$ cat src/rtl/qct_pkg.sv
package qct_pkg;

    // special characters
    localparam logic [7:0] CH_DQUOTE = 8'h22;
    localparam logic [7:0] CH_SQUOTE = 8'h27;
    localparam logic [7:0] CH_BSLASH = 8'h5C;
    localparam logic [7:0] CH_SPACE  = 8'h20;
    localparam logic [7:0] CH_TAB    = 8'h09;
    localparam logic [7:0] CH_CR     = 8'h0D;

    // most words one input byte can cause
    localparam int unsigned MAX_WORDS = 3;

    typedef enum logic [1:0] {
        MODE_PLAIN  = 2'd0,
        MODE_DOUBLE = 2'd1,
        MODE_SINGLE = 2'd2
    } mode_t;

    // tokenizer state carried from byte to byte
    typedef struct packed {
        mode_t      mode;
        logic       esc;
        logic [7:0] held_byte;
        logic       held_valid;
    } state_t;

    // one output word
    typedef struct packed {
        logic [7:0] data;
        logic       valid;
        logic       tend;
    } word_t;

    // everything one byte produces
    typedef struct packed {
        state_t                      nxt;
        logic [1:0]                  cnt;
        word_t [MAX_WORDS-1:0]       words;
    } step_out_t;

    function automatic logic is_ws(input logic [7:0] c);
        return (c == CH_SPACE) || ((c >= CH_TAB) && (c <= CH_CR));
    endfunction

    // characters a backslash may escape in the given mode
    function automatic logic escapable(input logic [7:0] c, input mode_t m);
        logic r;
        r = 1'b0;
        if (c == CH_BSLASH) begin
            r = 1'b1;
        end
        else begin
            case (m)
                MODE_DOUBLE: r = (c == CH_DQUOTE);
                MODE_SINGLE: r = (c == CH_SQUOTE);
                default:     r = (c == CH_DQUOTE) || (c == CH_SQUOTE) || is_ws(c);
            endcase
        end
        return r;
    endfunction

endpackage

$ cat src/rtl/qct_step.sv
module qct_step (
    input  qct_pkg::state_t    cur,
    input  logic [7:0]         ch,
    input  logic               is_final,
    output qct_pkg::step_out_t res
);

    always_comb
    begin
        logic                hv;
        logic [7:0]          hb;
        logic                esc_n;
        logic [1:0]          cnt;
        logic                do_app1;
        logic [7:0]          app1;
        logic                do_app2;
        logic                do_fin_ws;
        qct_pkg::mode_t      m;

        res       = '0;
        hv        = cur.held_valid;
        hb        = cur.held_byte;
        m         = cur.mode;
        esc_n     = 1'b0;
        cnt       = 2'd0;
        do_app1   = 1'b0;
        app1      = ch;
        do_app2   = 1'b0;
        do_fin_ws = 1'b0;

        // pending escape: take the byte, or keep the backslash literally
        if (cur.esc) begin
            do_app1 = 1'b1;
            if (!qct_pkg::escapable(ch, cur.mode)) begin
                app1 = qct_pkg::CH_BSLASH;
            end
        end

        // normal handling of the byte unless it was escaped
        if (!(cur.esc && qct_pkg::escapable(ch, cur.mode))) begin
            if ((ch == qct_pkg::CH_BSLASH) && !is_final) begin
                esc_n = 1'b1;
            end
            else begin
                case (cur.mode)
                    qct_pkg::MODE_DOUBLE:
                    begin
                        if (ch == qct_pkg::CH_DQUOTE) m = qct_pkg::MODE_PLAIN;
                        else                          do_app2 = 1'b1;
                    end
                    qct_pkg::MODE_SINGLE:
                    begin
                        if (ch == qct_pkg::CH_SQUOTE) m = qct_pkg::MODE_PLAIN;
                        else                          do_app2 = 1'b1;
                    end
                    default:
                    begin
                        if (ch == qct_pkg::CH_DQUOTE)      m = qct_pkg::MODE_DOUBLE;
                        else if (ch == qct_pkg::CH_SQUOTE) m = qct_pkg::MODE_SINGLE;
                        else if (qct_pkg::is_ws(ch))       do_fin_ws = 1'b1;
                        else                               do_app2 = 1'b1;
                    end
                endcase
            end
        end

        // first append: the held byte leaves, the new one is held
        if (do_app1) begin
            if (hv) begin
                res.words[cnt] = '{data: hb, valid: 1'b1, tend: 1'b0};
                cnt = cnt + 2'd1;
            end
            hv = 1'b1;
            hb = app1;
        end

        // second append of the byte itself
        if (do_app2) begin
            if (hv) begin
                res.words[cnt] = '{data: hb, valid: 1'b1, tend: 1'b0};
                cnt = cnt + 2'd1;
            end
            hv = 1'b1;
            hb = ch;
        end

        // token closed by unquoted whitespace or by the end of the command
        if (do_fin_ws || is_final) begin
            if (hv) begin
                res.words[cnt] = '{data: hb, valid: 1'b1, tend: 1'b1};
                cnt = cnt + 2'd1;
            end
            hv = 1'b0;
            hb = '0;
        end

        // end of command clears mode and escape, and always yields a word
        if (is_final) begin
            m     = qct_pkg::MODE_PLAIN;
            esc_n = 1'b0;
            if (cnt == 2'd0) begin
                cnt = 2'd1;
            end
        end

        res.cnt            = cnt;
        res.nxt.mode       = m;
        res.nxt.esc        = esc_n;
        res.nxt.held_byte  = hb;
        res.nxt.held_valid = hv;
    end

endmodule

$ cat src/rtl/quoted_command_tokenizer_core.sv
// channel | direction | handshake           | words
// in      | input     | in_valid / in_stall | in_byte, in_final
// out     | output    | out_valid/out_stall | out_byte, byte_valid, token_end,
//         |           |                     | command_end, run_last
//
// an accepted byte waits in the input register until the run register is free,
// then the step logic writes its whole run of 0 to 3 words into the run register in one load
// the run register sends one word per cycle while out_stall is low
// one byte can wait in the input register while a run is stalled at the output
// reset returns to plain mode with nothing held and both registers empty
module quoted_command_tokenizer_core (
    input  logic       clk,
    input  logic       rst_n,
    input  logic       in_valid,
    output logic       in_stall,
    input  logic [7:0] in_byte,
    input  logic       in_final,
    output logic       out_valid,
    input  logic       out_stall,
    output logic [7:0] out_byte,
    output logic       byte_valid,
    output logic       token_end,
    output logic       command_end,
    output logic       run_last
);

    logic                                   in_valid_reg;
    logic [7:0]                             in_byte_reg;
    logic                                   in_final_reg;
    qct_pkg::state_t                        st_reg;
    qct_pkg::word_t [qct_pkg::MAX_WORDS-1:0] run_words_reg;
    logic [1:0]                             run_cnt_reg;
    logic [1:0]                             run_idx_reg;
    logic                                   run_final_reg;
    qct_pkg::step_out_t                     step;
    qct_pkg::word_t                         cur_word;
    logic                                   run_last_word;
    logic                                   run_free;
    logic                                   load;
    logic                                   take;
    logic                                   pop;

    qct_step u_step (
        .cur      (st_reg),
        .ch       (in_byte_reg),
        .is_final (in_final_reg),
        .res      (step)
    );

    // run register handshake
    assign run_last_word = (run_idx_reg == (run_cnt_reg - 2'd1));
    assign pop           = out_valid && !out_stall;
    assign run_free      = (run_cnt_reg == 2'd0) || (pop && run_last_word);
    assign load          = in_valid_reg && run_free;
    assign in_stall      = in_valid_reg && !run_free;
    assign take          = in_valid && !in_stall;

    // output word selection
    assign cur_word    = run_words_reg[run_idx_reg];
    assign out_valid   = (run_cnt_reg != 2'd0);
    assign out_byte    = cur_word.data;
    assign byte_valid  = cur_word.valid;
    assign token_end   = cur_word.tend;
    assign run_last    = run_last_word;
    assign command_end = run_last_word && run_final_reg;

    // input register
    always_ff @(posedge clk or negedge rst_n)
    begin
        if (!rst_n) begin
            in_valid_reg <= 1'b0;
        end
        else if (take) begin
            in_valid_reg <= 1'b1;
        end
        else if (load) begin
            in_valid_reg <= 1'b0;
        end
    end

    always_ff @(posedge clk)
    begin
        if (take) begin
            in_byte_reg  <= in_byte;
            in_final_reg <= in_final;
        end
    end

    // tokenizer state and run control
    always_ff @(posedge clk or negedge rst_n)
    begin
        if (!rst_n) begin
            st_reg        <= '{mode: qct_pkg::MODE_PLAIN, esc: 1'b0,
                               held_byte: 8'd0, held_valid: 1'b0};
            run_cnt_reg   <= 2'd0;
            run_idx_reg   <= 2'd0;
            run_final_reg <= 1'b0;
        end
        else if (load) begin
            st_reg        <= step.nxt;
            run_cnt_reg   <= step.cnt;
            run_idx_reg   <= 2'd0;
            run_final_reg <= in_final_reg;
        end
        else if (pop) begin
            if (run_last_word) begin
                run_cnt_reg <= 2'd0;
            end
            else begin
                run_idx_reg <= run_idx_reg + 2'd1;
            end
        end
    end

    // run words
    always_ff @(posedge clk)
    begin
        if (load) begin
            run_words_reg <= step.words;
        end
    end

endmodule

$ cat config.mk
export PLATFORM = sky130hd
export DESIGN_NAME = quoted_command_tokenizer_core
export DESIGN_NICKNAME = d
export VERILOG_FILES = /design/src/rtl/qct_pkg.sv /design/src/rtl/qct_step.sv /design/src/rtl/quoted_command_tokenizer_core.sv
export SDC_FILE = /design/constraint.sdc
export NUM_CORES = 1
export LEC_CHECK = 0
export BUFFER_PORTS_ARGS = -buffer_cell sky130_fd_sc_hd__buf_2
export CORE_ASPECT_RATIO = 0.7
export CORE_MARGIN = 5
export CORE_UTILIZATION = 45
export DETAILED_ROUTE_END_ITERATION = 10
export PLACE_DENSITY = 0.62
export REMOVE_ABC_BUFFERS = 1
export SYNTH_ARGS = -nofsm -noshare
export SYNTH_HDL_FRONTEND = slang
export SYNTH_SLANG_ARGS = --single-unit
$ cat constraint.sdc
create_clock -name clk -period 3.75 [get_ports clk]
set_clock_uncertainty 0.05 [all_clocks]
set_input_delay 0.75 -clock clk [delete_from_list [all_inputs] [get_ports clk]]
set_output_delay 0.75 -clock clk [all_outputs]
set_load 0.03 [all_outputs]
# [Word-level counts from Yosys, hierarchy flattened]
# Cells that the tools add are included.
[totals] ff_bits=57 latch_bits=0 ram_bits=0 rom_bits=0 input_bits=13 output_inout_bits=14 wordCells=140 mem_count=0
[op_classes] n_addsub=4 multipliers=0 div=0 magnitude_cmp=7 eq_ne=12 shift=0 mux=67 n_bitwise=0 reduce_logical=31
[op_table] operator="30-bit 2-to-1 mux" count=4
[op_table] operator="30-bit bitwise mux" count=2
[op_table] operator="10-bit 2-to-1 mux" count=5
[op_table] operator="10-bit demux with 2-bit select" count=2
[op_table] operator="2-bit 2-to-1 mux" count=20
[op_table] operator="8-bit 2-to-1 mux" count=5
[op_table] operator="1-bit 2-to-1 mux" count=25
[op_table] operator="8-bit by 6-bit == test with 1-bit output (second input constant)" count=3
[op_table] operator="10-bit binary-select mux with 2-bit select" count=1
[op_table] operator="1-bit logical AND" count=11
[op_table] operator="2-bit by 3-bit < comparator with 1-bit output (second input constant)" count=3
[op_table] operator="8-bit by 7-bit == test with 1-bit output (second input constant)" count=1
[op_table] operator="8-bit by 4-bit greater-or-equal comparator with 1-bit output (second input constant)" count=1
[op_table] operator="8-bit by 4-bit less-or-equal comparator with 1-bit output (second input constant)" count=1
[op_table] operator="2-bit nonzero test" count=4
[op_table] operator="2-bit by 1-bit adder with 2-bit output (second input constant)" count=3
[op_table] operator="3-bit by 2-bit != test with 1-bit output (second input constant)" count=2
[op_table] operator="6-bit AND reduction" count=1
[op_table] operator="1-bit logical OR" count=5
[op_table] operator="2-bit by 1-bit greater-or-equal comparator with 1-bit output (second input constant)" count=2
[op_table] operator="1-bit logical NOT" count=4
[op_table] operator="2-bit logical NOT" count=2
[op_table] operator="2-bit != test (second input constant)" count=2
[op_table] operator="1-bit case mux with 2 select lines" count=2
[op_table] operator="9 further kinds" count=10

# [Logic depth before layout (Yosys ltp)]
[logic_depth] ltp_word=17 depth_mapped=14 mapped_depth_nobuf=14

# [Modules after synthesis]
# Synthesis repeated with hierarchy kept, for this count alone.
[unflattened] cells_unflattened=332 hier_area_um2=3565.9
[modules_own_cells] module="quoted_command_tokenizer_core" n_inst=1 cells_each=141 area_per_inst_um2=2259.7
[modules_own_cells] module="qct_step" n_inst=1 cells_each=191 area_per_inst_um2=1306.3

# [Worst setup path before layout]
# OpenSTA, ideal clock, no wires.
[synth_path] path_type="reg2reg" startpoint="reg in_byte_reg[1]" endpoint="reg run_words_reg[7] (netlist name), data pin" setup_ps=274 arrival_time_ps=2989 required_time_ps=3426 slack_ps=437 stages_incl_launch_ff=11 n_path_buf=1 period_less_slack_ps=3313 path_cell_list="edfxtp_1 or4b_1 a211oi_2 o32ai_1 nand2_2 inv_1 buf_6 fa_1 a211oi_4 mux2i_1 a221oi_2"
[synth_lines] item="start, declared" line_no="quoted_command_tokenizer_core.sv:28" source="logic [7:0] in_byte_reg;"
[synth_lines] item="start signal, assigned" line_no="quoted_command_tokenizer_core.sv:84" source="in_byte_reg <= in_byte;"
[synth_lines] item="end signal, assigned" line_no="quoted_command_tokenizer_core.sv:119" source="run_words_reg <= step.words;"
[synth_lines] item="end, declared" line_no="quoted_command_tokenizer_core.sv:31" source="qct_pkg::word_t [qct_pkg::MAX_WORDS-1:0] run_words_reg;"

==> flow_summary.toml <==
[setup_path]
required_ns = 3.85
path_cells = "buf_4 -> or2_2 -> nor4_1 -> o22ai_1 -> nand2_2 -> inv_1 -> mux2_2 -> ha_1 -> and2_1 -> a32oi_2 -> and3_2 -> o21ai_2 -> o21ai_0"
cp_slowest_cell = "edfxtp_1"
path_class = "register to register"
worst_r2r_endpoint = "run_words_reg[17]"
startpoint_type = "register"
cp-end-kind = "register"
rrSetupSlack_ns = 0.14
regToRegStartpoint = "in_byte_reg[0]"
slowest_delay_ns = 0.49
cpLargestDelayFamily = "simple AND/OR/NAND/NOR gates"
crit_path_max_fanout = 7
arrival_ns = 3.71
critPathBufInv = 2
r2r_cells = 13

[sta]
fin_crit_sh = 0.9624
worst_hold_slack_ns = 0.3227
finalMaxSlewViolations = 0
worst_pin_slew_ns = 0.7313
finalCriticalPeriod_ns = 3.609
tns_ns = 0
finalSetupViolations = 0
relSlewSlack = 0.5115
hold_violations = 0
max_freq_ghz = 0.2771

[logic_synthesis]
ys.flop_type = "edfxtp_1"
seq_area_frac_synth = 0.4890
yosysUniqueCellTypes = 63
avgSynthCellArea_um2 = 10.40
netlist_instances = 313
syn_area_um2 = 3254
ys_top_cells_by_area = "edfxtp_1, dfrtp_1, mux2i_1, o21ai_0, nand2_1"
synth_edf_count = 38
synth_area_leader_cell = "edfxtp_1"
async_flop_share = 0.3214
synth-seq-cells = 56
yosysTopAreaCellShare = 0.3506
synth_warnings = 0

[power_and_ir_drop]
vdd_drop_max_mv = 0.3002
p_per_area_nw_per_um2 = 856.6
fin_total_pwr_uw = 3169
p_leak_uw = 0.001439

[floorplan]
fp.dieW_um = 111.6
die_y_um = 81.15
io_pins = 27
coreArea_um2 = 6882
dieArea_um2 = 9060
start_util = 0.4729
core.rowCount = 25

[cts]
clock-sinks = 56
cts_buffers = 5
clockBufferDepth = 2
cts_root_buffer = "clkbuf_8"
clkSlewWorstSetupHoldPaths_ns = 0.11
htree_num_levels = 2
hold_buffers = 0
cts_tree = "built"
clkLatencyLatePin_ns = 0.30

[final_layout]
final_common_cell = "edfxtp_1"
n_antenna_cell = 0
area_delta_synth_final_pct = 13.69
fill_cells = 623
nets = 374
largest_reg_flops = 29
stdcell_area_um2 = 3700
final_cell_mix = "edfxtp_1, o21ai_0, nand2_1"
drive_above_1_share = 0.2301

[drt]
wl_met1_um = 3968
dr_wl_met2_um = 3218
viasPerCell = 5.614
wl_met3_um = 418
highest_layer = "met4"
finalWirelength_um = 7719
drt_iter0_drc = 135
wl_per_cell_um = 17.31
drcViolationCount = 0
drt-pass1-iter-count = 4
dr_total_vias = 2504
ant_nets = 0

[grt]
grt_overflow = 0
grt_max_degree = 19
grtUsageTotal = 0.1729
antenna_found_initial = 0
grt_pass1_wl_um = 12390
grt_pass1_vias = 2372

[placement]
place_area_um2 = 3485
io_buffers = 26
dp_hpwl_um = 5588
gp_congestion = 0.9309

[run_status]
status = "finished, final reports clean"

[worst_hold_path]
hold_class = "input port to async pin"

[job]
drv_cap = 0
## cells by family (layout without fill, tap and decap cells)
| kind of cell | Yosys count | in the layout | synth area share |
|---|---|---|---|
| buffers and inverters | 32 | 71 | 0.05267 |
| AOI/OAI and AO/OA | 90 | 90 | 0.1915 |
| adders and majority gates | 10 | 10 | 0.04075 |
| muxes | 19 | 19 | 0.05959 |
| and+or+nand+nor | 103 | 103 | 0.1584 |
| xor gates and xnor gates | 3 | 3 | 0.008075 |
| DFF | 56 | 56 | 0.4890 |
## area by class of cell
type | instances | area [µm²] | share of cell area
clock buffer | 5 | 68.82 | 0.01860
clock inverter | 3 | 37.54 | 0.01015
inverter | 19 | 71.32 | 0.01928
multi-input combinational | 225 | 1548 | 0.4183
sequential | 56 | 1592 | 0.4302
tap | 94 | 117.6 | 0.03179
timing repair buffer | 44 | 265.3 | 0.07169
## worst max-delay path by stage
stage	from	end	slack (ns)	cells past startpoint
final	in_byte_reg[0]	run_words_reg[17]	0.14	13
after global routing	in_byte_reg[0]	run_words_reg[17]	-0.03	13
after CTS	in_byte_reg[0]	run_words_reg[17]	0.01	12
after detailed placement	in_byte_reg[0]	run_words_reg[17]	0.02	12
after global placement	in_byte_reg[0]	run_words_reg[17]	0.18	12
after floorplan	in_byte_reg[0]	run_words_reg[7]	0.11	9
## synth_stat cells, types with 3 or more instances
library cell / n
nand2_1: 31
o211ai_1: 4
clkbuf_1: 5
nor3_1: 4
ha_1: 9
dfrtp_1: 18
mux2_2: 3
nand3_1: 7
buf_6: 5
a21oi_1: 15
and3_1: 5
o21ai_0: 32
nand2b_1: 5
a211oi_1: 10
mux2i_1: 16
and2_1: 3
edfxtp_1: 38
inv_1: 18
nor2_1: 28
nand3b_1: 3
o22ai_1: 3
## stage by stage
stage,cells,setup WS (ns),util
after global placement,431,0.1828,0.5064
after detailed placement,431,0.02196,0.5064
final,446,0.1409,0.5376
after floorplan,300,0.1132,-
after CTS,439,0.01051,0.5218
after global routing,446,-0.02694,0.5376
## where the power goes
group	switching [µW]	internal, µW
sequential	153	1000
combinational	1080	547
clock	189	195
total	1420	1750
## routing by layer
metal / up-vias / global-route usage
met5: - / 0
li1: 1225 / -
met4: 0 / 0.04010
met3: 16 / 0.03127
met2: 90 / 0.2530
met1: 1173 / 0.2655
## worst register-to-register path: stages (launching register included)
cell	delay, ns
edfxtp_1	0.49
buf_4	0.19
or2_2	0.32
nor4_1	0.37
o22ai_1	0.24
nand2_2	0.12
inv_1	0.09
mux2_2	0.30
ha_1	0.24
and2_1	0.16
a32oi_2	0.31
and3_2	0.28
o21ai_2	0.11
o21ai_0	0.19
## what timing repair did
item | 4_1_cts | 5_1_grt
setup endpoints to repair | 0 | 8
resized for setup | 0 | 11
setup buffers | 0 | 7
Power figures use the tool's default switching activity.
